## src/rtl/core/srw_pkg.sv

```systemverilog
// Shared types, codes and constants of the selective repeat receive window.
package srw_pkg;

  localparam int SEQ_W      = 16;
  localparam int SEQ_BITS   = 16;
  localparam int RANGE_W    = 17;
  localparam int WIN_W      = 5;
  localparam int MAX_WALK   = 16;
  localparam int DIV_W      = 17;
  localparam int CFG_IDX_W  = 2;
  localparam int CFG_DATA_W = 17;
  localparam int SLOT_OUT_W = 4;

  localparam logic [32:0] SEQ_MAX = 33'd1 << SEQ_BITS;

  localparam logic [CFG_IDX_W-1:0] CFG_WINDOW = 2'd0;
  localparam logic [CFG_IDX_W-1:0] CFG_RANGE  = 2'd1;
  localparam logic [CFG_IDX_W-1:0] CFG_SLOTS  = 2'd2;

  typedef enum logic [1:0] {
    KIND_ACCEPT  = 2'd0,
    KIND_DUP     = 2'd1,
    KIND_OOW     = 2'd2,
    KIND_DELIVER = 2'd3
  } kind_e;

  typedef enum logic [2:0] {
    DIV_BASE,
    DIV_OFF,
    DIV_SLOT,
    DIV_CUR,
    DIV_RS
  } div_sel_e;

  typedef enum logic [3:0] {
    S_IDLE,
    S_BASE,
    S_CHECK,
    S_OFF,
    S_SLOT,
    S_ACCEPT,
    S_CUR,
    S_RS,
    S_WALK
  } state_e;

  typedef struct packed {
    logic     load_seq;
    logic     div_start;
    div_sel_e div_sel;
    logic     emit_verdict;
    logic     emit_accept;
    logic     walk_step;
  } ctrl_cmd_t;

  typedef struct packed {
    logic div_done;
    logic reject;
    logic is_base;
    logic walk_cont;
  } dp_stat_t;

endpackage

```

## src/rtl/core/srw_div.sv

```systemverilog
// Shift-subtract remainder unit, one dividend bit per cycle.
module srw_div #(
  parameter int W = 17
) (
  input  logic         clk_i,
  input  logic         rst_ni,
  input  logic         start_i,
  input  logic [W-1:0] dividend_i,
  input  logic [W-1:0] divisor_i,
  output logic         done_o,
  output logic [W-1:0] rem_o
);

  localparam int CNT_W = $clog2(W + 1);
  localparam logic [CNT_W-1:0] CNT_INIT = CNT_W'(W);
  localparam logic [CNT_W-1:0] CNT_ONE  = CNT_W'(1);

  logic [CNT_W-1:0] cnt_q;
  logic             done_q;
  logic [W-1:0]     rem_q, rem_d;
  logic [W-1:0]     dvd_q;
  logic [W-1:0]     dsr_q;
  logic [W:0]       rem_sh;

  always_comb begin
    rem_sh = {rem_q, dvd_q[W-1]};
    if (rem_sh >= {1'b0, dsr_q}) begin
      rem_d = W'(rem_sh - {1'b0, dsr_q});
    end else begin
      rem_d = W'(rem_sh);
    end
  end

  always_ff @(posedge clk_i or negedge rst_ni) begin
    if (!rst_ni) begin
      cnt_q  <= '0;
      done_q <= 1'b0;
    end else begin
      done_q <= (cnt_q == CNT_ONE) && !start_i;
      if (start_i) begin
        cnt_q <= CNT_INIT;
      end else if (cnt_q != '0) begin
        cnt_q <= cnt_q - CNT_ONE;
      end
    end
  end

  always_ff @(posedge clk_i) begin
    if (start_i) begin
      rem_q <= '0;
      dvd_q <= dividend_i;
      dsr_q <= divisor_i;
    end else if (cnt_q != '0) begin
      rem_q <= rem_d;
      dvd_q <= dvd_q << 1;
    end
  end

  assign done_o = done_q;
  assign rem_o  = rem_q;

endmodule

```

## src/rtl/core/srw_ctrl.sv

```systemverilog
// Controller state machine sequencing the verdict, slot choice and delivery walk.
module srw_ctrl (
  input  logic               clk_i,
  input  logic               rst_ni,
  input  logic               start_i,
  input  srw_pkg::dp_stat_t  stat_i,
  output srw_pkg::ctrl_cmd_t cmd_o,
  output logic               busy_o
);

  import srw_pkg::*;

  state_e state_q, state_d;

  always_ff @(posedge clk_i or negedge rst_ni) begin
    if (!rst_ni) begin
      state_q <= S_IDLE;
    end else begin
      state_q <= state_d;
    end
  end

  always_comb begin
    cmd_o   = '0;
    state_d = state_q;
    unique case (state_q)
      S_IDLE: begin
        if (start_i) begin
          cmd_o.load_seq  = 1'b1;
          cmd_o.div_start = 1'b1;
          cmd_o.div_sel   = DIV_BASE;
          state_d         = S_BASE;
        end
      end
      S_BASE: begin
        if (stat_i.div_done) state_d = S_CHECK;
      end
      S_CHECK: begin
        if (stat_i.reject) begin
          cmd_o.emit_verdict = 1'b1;
          state_d            = S_IDLE;
        end else begin
          cmd_o.div_start = 1'b1;
          cmd_o.div_sel   = DIV_OFF;
          state_d         = S_OFF;
        end
      end
      S_OFF: begin
        if (stat_i.div_done) begin
          cmd_o.div_start = 1'b1;
          cmd_o.div_sel   = DIV_SLOT;
          state_d         = S_SLOT;
        end
      end
      S_SLOT: begin
        if (stat_i.div_done) state_d = S_ACCEPT;
      end
      S_ACCEPT: begin
        cmd_o.emit_accept = 1'b1;
        if (stat_i.is_base) begin
          cmd_o.div_start = 1'b1;
          cmd_o.div_sel   = DIV_CUR;
          state_d         = S_CUR;
        end else begin
          state_d = S_IDLE;
        end
      end
      S_CUR: begin
        if (stat_i.div_done) begin
          cmd_o.div_start = 1'b1;
          cmd_o.div_sel   = DIV_RS;
          state_d         = S_RS;
        end
      end
      S_RS: begin
        if (stat_i.div_done) state_d = S_WALK;
      end
      S_WALK: begin
        cmd_o.walk_step = 1'b1;
        if (!stat_i.walk_cont) state_d = S_IDLE;
      end
      default: begin
        state_d = S_IDLE;
      end
    endcase
  end

  assign busy_o = (state_q != S_IDLE);

endmodule

```

## src/rtl/core/srw_dp.sv

```systemverilog
// Datapath: configuration, window state, received marks, remainder unit and result registers.
module srw_dp #(
  parameter int BUF_SLOTS = 16
) (
  input  logic                              clk_i,
  input  logic                              rst_ni,
  input  srw_pkg::ctrl_cmd_t                cmd_i,
  output srw_pkg::dp_stat_t                 stat_o,
  input  logic [srw_pkg::SEQ_W-1:0]         seq_number_i,
  input  logic                              cfg_valid_i,
  output logic                              cfg_ready_o,
  input  logic [srw_pkg::CFG_IDX_W-1:0]     cfg_index_i,
  input  logic [srw_pkg::CFG_DATA_W-1:0]    cfg_data_i,
  output logic                              result_strobe_o,
  output logic [1:0]                        kind_o,
  output logic [srw_pkg::SLOT_OUT_W-1:0]    slot_o,
  output logic [srw_pkg::SEQ_W-1:0]         delivered_seq_o,
  output logic                              ack_req_o,
  output logic                              last_o
);

  import srw_pkg::*;

  localparam int SW = $clog2(BUF_SLOTS);
  localparam int CW = $clog2(BUF_SLOTS + 1);

  // configuration
  logic [WIN_W-1:0]   win_q;
  logic [RANGE_W-1:0] range_cfg_q;
  logic [WIN_W-1:0]   slots_cfg_q;

  logic [CW-1:0]      slots_eff;
  logic [RANGE_W-1:0] range_eff;
  logic [WIN_W-1:0]   n_eff;
  logic [RANGE_W-1:0] n_tmp;

  // window state
  logic [BUF_SLOTS-1:0] marks_q;
  logic [SEQ_W-1:0]     window_base_q;
  logic [SW-1:0]        offc_q;
  logic [SW-1:0]        offp_q;

  // per-item working registers
  logic [SEQ_W-1:0] seq_q;
  logic [SEQ_W-1:0] base_q;
  logic [SW-1:0]    slot_idx_q;
  logic [SW-1:0]    cur_q;
  logic [SW-1:0]    rs_q;
  logic [SW-1:0]    i_q;
  logic [WIN_W-1:0] walked_q;
  logic             pend_v_q;
  logic [SW-1:0]    pend_slot_q;
  logic [SEQ_W-1:0] pend_seq_q;
  div_sel_e         sel_q;

  // result registers
  logic                  strobe_q;
  logic [1:0]            kind_q;
  logic [SLOT_OUT_W-1:0] slot_out_q;
  logic [SEQ_W-1:0]      dseq_q;
  logic                  ack_q;
  logic                  last_q;

  // remainder unit
  logic             div_done;
  logic [DIV_W-1:0] div_rem;
  logic [DIV_W-1:0] div_dividend;
  logic [DIV_W-1:0] div_divisor;

  // verdict
  logic             seq_oor;
  logic [17:0]      d_sum;
  logic [17:0]      d_val;
  logic             d_ge_n;
  logic             dup;
  logic             wraps;
  logic             is_base;
  logic [SW-1:0]    off_sel;

  // walk
  logic             walk_cont;
  logic [16:0]      nb_full;
  logic [SEQ_W-1:0] next_base;
  logic [17:0]      end_new;
  logic             end_zero;
  logic [SW:0]      newc_sum;
  logic [SW-1:0]    newc;
  logic [SW:0]      ip1;
  logic [SW-1:0]    i_next;

  logic emit_any;

  assign cfg_ready_o = 1'b1;

  always_comb begin
    if (slots_cfg_q == '0) begin
      slots_eff = CW'(1);
    end else if (32'(slots_cfg_q) > 32'(BUF_SLOTS)) begin
      slots_eff = CW'(BUF_SLOTS);
    end else begin
      slots_eff = CW'(slots_cfg_q);
    end

    if (range_cfg_q < RANGE_W'(2)) begin
      range_eff = RANGE_W'(2);
    end else if (33'(range_cfg_q) > SEQ_MAX) begin
      range_eff = RANGE_W'(SEQ_MAX);
    end else begin
      range_eff = range_cfg_q;
    end

    n_tmp = (win_q == '0) ? RANGE_W'(1) : RANGE_W'(win_q);
    if (n_tmp > RANGE_W'(slots_eff)) n_tmp = RANGE_W'(slots_eff);
    if (n_tmp > range_eff) n_tmp = range_eff;
    if (n_tmp > RANGE_W'(MAX_WALK)) n_tmp = RANGE_W'(MAX_WALK);
    n_eff = WIN_W'(n_tmp);
  end

  always_comb begin
    seq_oor = ({1'b0, seq_q} >= range_eff);
    d_sum   = 18'(seq_q) + 18'(range_eff) - 18'(base_q);
    d_val   = (d_sum >= 18'(range_eff)) ? (d_sum - 18'(range_eff)) : d_sum;
    d_ge_n  = (d_val >= 18'(n_eff));
    dup     = !seq_oor && d_ge_n && ((18'(range_eff) - d_val) <= 18'(n_eff));
    wraps   = ((18'(base_q) + 18'(n_eff) - 18'd1) >= 18'(range_eff)) && (seq_q >= base_q);
    off_sel = wraps ? offp_q : offc_q;
    is_base = (seq_q == base_q);
  end

  always_comb begin
    walk_cont = (walked_q < n_eff) && marks_q[i_q];
    nb_full   = 17'(base_q) + 17'd1;
    next_base = (nb_full == range_eff) ? '0 : nb_full[SEQ_W-1:0];
    end_new   = 18'(next_base) + 18'(n_eff) - 18'd1;
    end_zero  = (end_new == '0) || (end_new == 18'(range_eff));
    newc_sum  = (SW+1)'(cur_q) + (SW+1)'(rs_q);
    newc      = (newc_sum >= (SW+1)'(slots_eff)) ?
                SW'(newc_sum - (SW+1)'(slots_eff)) : SW'(newc_sum);
    ip1       = (SW+1)'(i_q) + (SW+1)'(1);
    i_next    = (ip1 == (SW+1)'(slots_eff)) ? '0 : SW'(ip1);
  end

  always_comb begin
    div_divisor = DIV_W'(slots_eff);
    unique case (cmd_i.div_sel)
      DIV_BASE: begin
        div_dividend = DIV_W'(window_base_q);
        div_divisor  = DIV_W'(range_eff);
      end
      DIV_OFF:  div_dividend = DIV_W'(off_sel);
      DIV_SLOT: div_dividend = DIV_W'(seq_q) + div_rem;
      DIV_CUR:  div_dividend = DIV_W'(offc_q);
      DIV_RS:   div_dividend = DIV_W'(range_eff);
      default:  div_dividend = '0;
    endcase
  end

  srw_div #(
    .W (DIV_W)
  ) u_div (
    .clk_i      (clk_i),
    .rst_ni     (rst_ni),
    .start_i    (cmd_i.div_start),
    .dividend_i (div_dividend),
    .divisor_i  (div_divisor),
    .done_o     (div_done),
    .rem_o      (div_rem)
  );

  assign emit_any = cmd_i.emit_verdict || cmd_i.emit_accept ||
                    (cmd_i.walk_step && (!walk_cont || pend_v_q));

  always_ff @(posedge clk_i or negedge rst_ni) begin
    if (!rst_ni) begin
      win_q         <= WIN_W'(8);
      range_cfg_q   <= RANGE_W'(32);
      slots_cfg_q   <= WIN_W'(16);
      marks_q       <= '0;
      window_base_q <= '0;
      offc_q        <= '0;
      offp_q        <= '0;
      pend_v_q      <= 1'b0;
      walked_q      <= '0;
      i_q           <= '0;
      sel_q         <= DIV_BASE;
      strobe_q      <= 1'b0;
    end else begin
      strobe_q <= emit_any;
      if (cfg_valid_i) begin
        unique case (cfg_index_i)
          CFG_WINDOW: win_q       <= cfg_data_i[WIN_W-1:0];
          CFG_RANGE:  range_cfg_q <= cfg_data_i[RANGE_W-1:0];
          CFG_SLOTS:  slots_cfg_q <= cfg_data_i[WIN_W-1:0];
          default: ;
        endcase
      end
      if (cmd_i.div_start) sel_q <= cmd_i.div_sel;
      if (cmd_i.emit_accept) begin
        marks_q[slot_idx_q] <= 1'b1;
        i_q                 <= slot_idx_q;
        walked_q            <= '0;
        pend_v_q            <= 1'b0;
      end
      if (cmd_i.walk_step && walk_cont) begin
        marks_q[i_q]  <= 1'b0;
        pend_v_q      <= 1'b1;
        walked_q      <= walked_q + WIN_W'(1);
        i_q           <= i_next;
        window_base_q <= next_base;
        if (end_zero) begin
          offp_q <= cur_q;
          offc_q <= newc;
        end
      end
    end
  end

  always_ff @(posedge clk_i) begin
    if (cmd_i.load_seq) seq_q <= seq_number_i;
    if (div_done) begin
      unique case (sel_q)
        DIV_BASE: base_q     <= div_rem[SEQ_W-1:0];
        DIV_SLOT: slot_idx_q <= div_rem[SW-1:0];
        DIV_CUR:  cur_q      <= div_rem[SW-1:0];
        DIV_RS:   rs_q       <= div_rem[SW-1:0];
        default: ;
      endcase
    end
    if (cmd_i.walk_step && walk_cont) begin
      pend_slot_q <= i_q;
      pend_seq_q  <= base_q;
      base_q      <= next_base;
      if (end_zero) cur_q <= newc;
    end

    if (cmd_i.emit_verdict) begin
      kind_q     <= dup ? KIND_DUP : KIND_OOW;
      slot_out_q <= '0;
      dseq_q     <= seq_q;
      ack_q      <= dup;
      last_q     <= 1'b1;
    end else if (cmd_i.emit_accept) begin
      kind_q     <= KIND_ACCEPT;
      slot_out_q <= SLOT_OUT_W'(slot_idx_q);
      dseq_q     <= seq_q;
      ack_q      <= 1'b1;
      last_q     <= !is_base;
    end else if (cmd_i.walk_step) begin
      kind_q     <= KIND_DELIVER;
      slot_out_q <= SLOT_OUT_W'(pend_slot_q);
      dseq_q     <= pend_seq_q;
      ack_q      <= 1'b0;
      last_q     <= !walk_cont;
    end
  end

  assign stat_o.div_done  = div_done;
  assign stat_o.reject    = seq_oor || d_ge_n;
  assign stat_o.is_base   = is_base;
  assign stat_o.walk_cont = walk_cont;

  assign result_strobe_o = strobe_q;
  assign kind_o          = kind_q;
  assign slot_o          = slot_out_q;
  assign delivered_seq_o = dseq_q;
  assign ack_req_o       = ack_q;
  assign last_o          = last_q;

endmodule

```

## src/rtl/core/selective_repeat_receive_window_core.sv

```systemverilog
// Top level of the selective repeat receive window: controller plus datapath.
// A packet number is taken when start_i is high and busy_o is low. Each result is shown for
// one cycle on result_strobe_o, and the receiver cannot stall it; last_o marks the final
// result of a packet. Every modulo step runs on one shared 17-bit shift-subtract remainder
// unit. A duplicate or out-of-window packet uses it for the window base only, an accepted
// packet that is not at the window base also for its offset and slot, and a packet at the
// base also for the current offset and the range remainder before a walk that delivers its
// packets, the deliveries coming out on consecutive cycles. The final result shows in the
// first cycle with busy_o low. Configuration writes are taken in any cycle and must be made
// only while the block is idle.
module selective_repeat_receive_window_core #(
  parameter int BUF_SLOTS = 16
) (
  input  logic                              clk_i,
  input  logic                              rst_ni,
  input  logic                              start_i,
  output logic                              busy_o,
  input  logic [srw_pkg::SEQ_W-1:0]         seq_number_i,
  input  logic                              cfg_valid_i,
  output logic                              cfg_ready_o,
  input  logic [srw_pkg::CFG_IDX_W-1:0]     cfg_index_i,
  input  logic [srw_pkg::CFG_DATA_W-1:0]    cfg_data_i,
  output logic                              result_strobe_o,
  output logic [1:0]                        kind_o,
  output logic [srw_pkg::SLOT_OUT_W-1:0]    slot_o,
  output logic [srw_pkg::SEQ_W-1:0]         delivered_seq_o,
  output logic                              ack_req_o,
  output logic                              last_o
);

  import srw_pkg::*;

  ctrl_cmd_t cmd;
  dp_stat_t  stat;

  srw_ctrl u_ctrl (
    .clk_i   (clk_i),
    .rst_ni  (rst_ni),
    .start_i (start_i),
    .stat_i  (stat),
    .cmd_o   (cmd),
    .busy_o  (busy_o)
  );

  srw_dp #(
    .BUF_SLOTS (BUF_SLOTS)
  ) u_dp (
    .clk_i           (clk_i),
    .rst_ni          (rst_ni),
    .cmd_i           (cmd),
    .stat_o          (stat),
    .seq_number_i    (seq_number_i),
    .cfg_valid_i     (cfg_valid_i),
    .cfg_ready_o     (cfg_ready_o),
    .cfg_index_i     (cfg_index_i),
    .cfg_data_i      (cfg_data_i),
    .result_strobe_o (result_strobe_o),
    .kind_o          (kind_o),
    .slot_o          (slot_o),
    .delivered_seq_o (delivered_seq_o),
    .ack_req_o       (ack_req_o),
    .last_o          (last_o)
  );

endmodule

```

## config.mk

```make
export PLATFORM = sky130hd
export DESIGN_NAME = selective_repeat_receive_window_core
export DESIGN_NICKNAME = d
export VERILOG_FILES = /design/src/rtl/core/srw_pkg.sv /design/src/rtl/core/srw_div.sv /design/src/rtl/core/srw_ctrl.sv /design/src/rtl/core/srw_dp.sv /design/src/rtl/core/selective_repeat_receive_window_core.sv
export SDC_FILE = /design/constraint.sdc
export NUM_CORES = 1
export LEC_CHECK = 0
export BUFFER_PORTS_ARGS = -buffer_cell sky130_fd_sc_hd__buf_2
export CORE_ASPECT_RATIO = 0.6
export CORE_UTILIZATION = 69
export DETAILED_ROUTE_END_ITERATION = 10
export GPL_TIMING_DRIVEN = 0
export HOLD_SLACK_MARGIN = 0.06
export PLACE_DENSITY_LB_ADDON = 0.12
export SYNTH_ARGS = -nofsm -noshare
export SYNTH_HDL_FRONTEND = slang
export SYNTH_HIERARCHICAL = 1
export SYNTH_SLANG_ARGS = --single-unit
```

## constraint.sdc

```tcl
create_clock -name clk_i -period 14.5 [get_ports clk_i]
set_clock_uncertainty 0.2 [all_clocks]
set_input_delay 0.725 -clock clk_i [delete_from_list [all_inputs] [get_ports clk_i]]
set_output_delay 0.725 -clock clk_i [all_outputs]
set_load 0.02 [all_outputs]
```

==> results of run 1 <==
[layout by cell type, fill, tap and decap left out, types with 9 or more instances in the layout]
cell / synthesis / routed
nand4_1: 24 / 24
or3_1: 16 / 16
o211ai_1: 13 / 13
o21bai_1: 16 / 15
nor3_1: 38 / 38
o21a_1: 31 / 31
o31a_1: 9 / 9
nor2b_1: 40 / 40
inv_1: 193 / 193
dfrtp_1: 88 / 88
xnor2_1: 96 / 96
mux2i_1: 61 / 61
a211oi_1: 29 / 29
nand2_1: 163 / 163
and2_1: 14 / 14
o22ai_1: 10 / 10
clkbuf_16: 0 / 23
or2_2: 10 / 10
a31oi_1: 28 / 28
mux2_2: 60 / 60
nand2b_1: 22 / 22
buf_4: 8 / 11
nor4_1: 16 / 16
clkbuf_1: 53 / 55
fa_1: 24 / 24
nand3_1: 42 / 42
and3_1: 27 / 27
xor2_1: 30 / 30
buf_2: 10 / 74
a21o_1: 44 / 44
nor2_1: 166 / 165
o21ai_0: 129 / 129
a21oi_1: 146 / 146
dfxtp_1: 26 / 26
ha_1: 229 / 229
edfxtp_1: 113 / 113
o31ai_1: 13 / 13
[cell type report]
cell class | instances | area [um^2]
Multi-Input combinational cell | 1710 | 12900
Antenna cell | 1 | 2.50
Tap cell | 375 | 469
Timing Repair Buffer | 70 | 405
Sequential cell | 230 | 6190
Clock inverter | 17 | 199
Inverter | 198 | 748
Fill cell | 2048 | 6920
Clock buffer | 25 | 583
Buffer | 80 | 375
[worst reg2reg max path: cells and delay by family (launching register included)]
kind | cells | cell delay (ns)
buffers and inverters | 3 | 1.04
XOR/XNOR | 1 | 0.25
AO/OA/AOI/OAI | 16 | 4.94
AND/OR/NAND/NOR | 15 | 3.80
adder cells (fa/ha/maj) | 4 | 1.58
flip-flops | 1 | 0.54
multiplexers | 1 | 0.45
[stage by stage]
stage               instances   util  area [um^2]  hold WS (ns)
floorplan                2218      -        20200         0.223
global placement         2657  0.729        21000         0.229
detailed placement       2662  0.732        21100         0.229
CTS                      2705  0.760        21800         0.134
global route             2705  0.760        21800         0.133
finish                   2706  0.760        21900         0.140
[flip-flops by register name (all words and copies together), names as in the netlist, 5 cells and up]
| name | cells |
|---|---|
| u_dp/u_div/cnt_q | 5 |
| u_dp/delivered_seq_o | 16 |
| u_dp/slots_cfg_q | 5 |
| u_dp/seq_q | 16 |
| u_dp/marks_q | 16 |
| u_dp/pend_seq_q | 16 |
| u_dp/u_div/dvd_q | 17 |
| u_dp/u_div/dsr_q | 17 |
| u_dp/base_q | 16 |
| u_dp/window_base_q | 16 |
| u_dp/win_q | 5 |
| u_dp/range_cfg_q | 17 |
| u_dp/walked_q | 5 |
| u_dp/u_div/rem_o | 17 |
[cell families (layout without fill, tap and decap cells)]
kind of cell | Yosys count | after routing | share of synthesized area
xor gates and xnor gates | 132 | 132 | 0.0611
adders and majority gates | 253 | 253 | 0.166
DFF | 230 | 230 | 0.307
other | 1 | 2 | 0.000186
AOI/OAI and AO/OA | 565 | 565 | 0.183
and+or+nand+nor | 629 | 629 | 0.156
buffers and inverters | 278 | 390 | 0.0556
muxes | 130 | 130 | 0.0719
[worst max-delay path by stage]
| stage | from | to | slack (ns) | depth (start not counted) |
|---|---|---|---|---|
| 2_1_floorplan | u_dp/range_cfg_q[15]$_DFFE_PN0P_ | u_dp/u_div/dvd_q[0]$_SDFFCE_PN0P_ | 4.56 | 35 |
| 3_5_place_dp | u_dp/range_cfg_q[12]$_DFFE_PN0P_ | u_dp/kind_o[1]$_DFFE_PP_ | 2.20 | 40 |
| 5_1_grt | u_dp/range_cfg_q[12]$_DFFE_PN0P_ | u_dp/u_div/dvd_q[7]$_DFFE_PP_ | 1.09 | 35 |
| 4_1_cts | u_dp/range_cfg_q[12]$_DFFE_PN0P_ | u_dp/kind_o[1]$_DFFE_PP_ | 2.13 | 40 |
| 6_report | u_dp/range_cfg_q[12]$_DFFE_PN0P_ | u_dp/kind_o[1]$_DFFE_PP_ | 1.43 | 40 |
| 3_3_place_gp | u_dp/range_cfg_q[12]$_DFFE_PN0P_ | u_dp/u_div/dvd_q[0]$_SDFFCE_PN0P_ | 0.99 | 35 |
[routing by layer]
layer	track usage	part of all wire	vias up
met4	0.144	0.036	2
met2	0.605	0.39	1289
met3	0.171	0.16	166
li1	-	-	8252
met5	0	0.00019	-
met1	0.622	0.41	8770
[timing repair]
action                                 CTS  global route
hold buffers                             1             0
endpoints found under the hold margin   32             0
resized for setup                        0             0
==> flow_summary.toml, run 1 <==
[outcome]
status = "completed"

[grt]
grt_pass1_wl_um = 98900
grt_max_degree = 60
antenna_found_initial = 2
grt-ovfl-total = 0
grtUsageTotal = 0.438
grt_pass1_vias = 16875

[die]
die_width_um = 223
ios = 66
die_area_um2 = 30000
core_um2 = 28800
die_h_um = 134
rows = 48
initial_core_util = 0.701

[synthesis]
yosysTopAreaCell = "edfxtp_1"
syn_area_per_cell_um2 = 9.10
yosysWarnings = 6
syn-cell-area_um2 = 20200
synth_edf_count = 113
synthArstFlopShare = 0.396
synth_ff_type = "edfxtp_1"
yosys-top-cells-count = "229 x ha_1, 193 x inv_1, 166 x nor2_1"
yosysMostFrequentCell = "ha_1"
synth_cell_type_count = 105
synth_top_area_share = 0.168
syn_nets = 2510
synthCells = 2218
synth-seq-cells = 230
synth_area_leaders = "edfxtp_1 17%, ha_1 14%, dfrtp_1 11%, xnor2_1 4.2%, a21oi_1 3.6%"
ys_seq_area_frac = 0.307

[placed_design]
port_buffers = 64
gp_congestion = 1.02
dp_hpwl_um = 51700
pre_cts_slack_ns = 2.20

[route]
dr.pass1.iters = 6
first_iter_violations = 2601
drt_wl_total_um = 67100
drc = 0
num_vias = 18479
viasPerCell = 6.83
wl_per_cell_um = 24.8
postRouteAntennaNets = 0

[critical_path]
worst_r2r_endpoint = "u_dp/kind_o[1]$_DFFE_PP_"
cp_data_required_time_ns = 14.60
crit_family = "compound AO/OA/AOI/OAI gates"
critical-path-max-stage-delay_ns = 0.94
crit_fanout = 10
cp-start-kind = "flip-flop"
crit_buf_inv = 3
r2r_slack_ns = 1.43
crit_path_frequent_cell = "a21oi_1"
cp_slowest_cell = "a221oi_1"
r2r-start = "u_dp/range_cfg_q[12]$_DFFE_PN0P_"
reg2reg_depth = 40
worstSetupEndpointType = "flip-flop"
crit_arrival_ns = 13.17
crit_type = "reg -> reg"

[clocking]
cts.clk_slew.worst_paths_ns = 0.08
cts_setup_buffers = 0
clock-root-buffer = "clkbuf_16"
htree_levels = 1
cts_tree = "done"
clk-insertion-delay-late_ns = 0.56
numClockSinks = 230
clockBufferDepth = 3
numCtsBuffers = 23

[worst_hold_path]
hold_path_class = "in -> reg"
worstHoldStart = "seq_number_i[0]"
min_to = "u_dp/seq_q[0]$_DFFE_PP_"
hold_depth = 1

[timing]
setup_ws_ns = 1.43
rsz0062_at_grt = "false"
worstMarginPinSlew_ns = 1.36
max_freq_mhz = 76.5
period_needed_ns = 13.07
finalMaxSlewViolations = 0
fin_setup_tns_ns = 0
finalCritPeriodShare = 0.901
relSlewSlack = 0.0900
final-hold-violation-count = 0
setup_viol = 0

[final_layout]
drive_gt1_frac = 0.104
nNetsFinal = 2605
areaGrowthSynthToFinish_pct = 8.30

[job]
max_cap_violations = 0
Power of run 1 is left out: the tool's default activity adds up to more than one toggle a clock period on the data nets, which glitch-free logic cannot reach.
==> run 2, diff against run 1 <==
Settings changed: PLACE_DENSITY from default to 0.87, PLACE_DENSITY_LB_ADDON 0.12 to default.
==> flow_summary.toml, run 2 (synthesized netlist as in run 1, its figures left out) <==
[outcome]
status = "complete, but fails checks"
violations = "capacitance limit"

[final_layout]
areaGrowthSynthToFinish_pct = 8.25
drive_gt1_frac = 0.105
final_util = 0.759
final_cell_mix = "229 x ha_1, 193 x inv_1, 165 x nor2_1, 163 x nand2_1, 146 x a21oi_1"
nNetsFinal = 2605
layout_commonest_cell = "ha_1"

[critical_path]
crit_fanout = 17
worstSetupEndpointType = "flip-flop"
worst_r2r_endpoint = "u_dp/u_div/dvd_q[3]$_DFFE_PP_"
cp_slowest_cell = "a221oi_1"
r2r-start = "u_dp/range_cfg_q[12]$_DFFE_PN0P_"
r2r_slack_ns = 1.92
crit_arrival_ns = 12.57
crit_type = "reg -> reg"
cp_data_required_time_ns = 14.49
critical-path-max-stage-delay_ns = 0.81
reg2reg_depth = 35
cp-start-kind = "flip-flop"

[route]
postRouteAntennaNets = 0
first_iter_violations = 2471
dr.pass1.iters = 9
viasPerCell = 6.81
num_vias = 18435
wl_per_cell_um = 24.5
drt_wl_total_um = 66300
drc = 0

[placed_design]
port_buffers = 64
gp_congestion = 1.03
dp_hpwl_um = 51300

[clocking]
clock-root-buffer = "clkbuf_16"
numCtsBuffers = 23
clk-insertion-delay-late_ns = 0.55
cts_setup_buffers = 0
cts_tree = "done"
htree_levels = 1
numClockSinks = 230
cts.clk_slew.worst_paths_ns = 0.07
clockBufferDepth = 3

[timing]
finalMaxSlewViolations = 0
setup_viol = 0
max_freq_mhz = 79.5
period_needed_ns = 12.58
relSlewSlack = 0.00719
fin_setup_tns_ns = 0
worstMarginPinSlew_ns = 1.48
finalCritPeriodShare = 0.868
final-hold-violation-count = 0
rsz0062_at_grt = "false"

[grt]
grt_pass1_vias = 17289
antenna_found_initial = 1
busiest_layer = "met1"
grtUsageTotal = 0.439
grt-ovfl-total = 0
grtUsageMet3 = 0.152
grtUsageMet1 = 0.628
grtUsageMet2 = 0.610
grt_max_degree = 59
grt_pass1_wl_um = 99700

[worst_hold_path]
worstHoldStart = "seq_number_i[3]"
hold_path_class = "in -> reg"
hold_depth = 1
min_to = "u_dp/seq_q[3]$_DFFE_PP_"

[die]
die_area_um2 = 30000
rows = 48
initial_core_util = 0.701
core_um2 = 28800
die_h_um = 134
die_width_um = 223
ios = 66

[job]
max_cap_violations = 1
[run 2: repair_timing]
| action | 4_1_cts | 5_1_grt |
|---|---|---|
| resized for setup | 0 | 0 |
| hold endpoints to repair | 33 | 0 |
| hold buffers | 1 | 0 |
[run 2: final cells by class]
class	instances	area, um^2
tap	375	469
sequential	230	6190
inverter	198	748
timing repair buffer	70	405
clock inverter	17	179
buffer	80	375
fill	2046	6930
antenna	1	2.50
multi-input combinational	1710	12900
clock buffer	25	593
[run 2: metrics by stage]
step	hold WS, ns	instances	setup WS [ns]	cell area [um^2]
detailed placement	0.236	2662	2.49	21100
global placement	0.230	2657	1.38	21000
global route	0.138	2705	1.45	21800
CTS	0.136	2705	2.44	21800
floorplan	0.223	2218	4.56	20200
finish	0.144	2706	1.92	21800
[run 2: worst max path at each step]
stage,start,slack [ns],depth (start not counted),end
finish,u_dp/range_cfg_q[12]$_DFFE_PN0P_,1.92,35,u_dp/u_div/dvd_q[3]$_DFFE_PP_
CTS,u_dp/range_cfg_q[12]$_DFFE_PN0P_,2.44,35,u_dp/u_div/dvd_q[3]$_DFFE_PP_
detailed placement,u_dp/range_cfg_q[12]$_DFFE_PN0P_,2.49,35,u_dp/u_div/dvd_q[9]$_DFFE_PP_
global route,u_dp/range_cfg_q[12]$_DFFE_PN0P_,1.45,35,u_dp/u_div/dvd_q[0]$_SDFFCE_PN0P_
global placement,u_dp/range_cfg_q[12]$_DFFE_PN0P_,1.38,35,u_dp/u_div/dvd_q[0]$_SDFFCE_PN0P_
floorplan,u_dp/range_cfg_q[15]$_DFFE_PN0P_,4.56,35,u_dp/u_div/dvd_q[0]$_SDFFCE_PN0P_
[run 2: worst max-delay path, delay by kind of cell (launching register included)]
family / cells / cell delay (ns)
AND/OR/NAND/NOR: 12 / 3.61
AO/OA/AOI/OAI: 14 / 4.07
buffers and inverters: 3 / 1.49
adder cells (fa/ha/maj): 4 / 1.60
flip-flops: 1 / 0.50
multiplexers: 1 / 0.42
XOR/XNOR: 1 / 0.26
[run 2: per-layer routing]
layer  vias up  share of wire  routed length [um]
met2      1299           0.39               26100
met4         2          0.039                2600
met1      8689           0.42               27600
met3       193           0.15               10000
met5         -        0.00017                  11
li1       8252              -                   -
Power of run 2 is left out for the same reason.
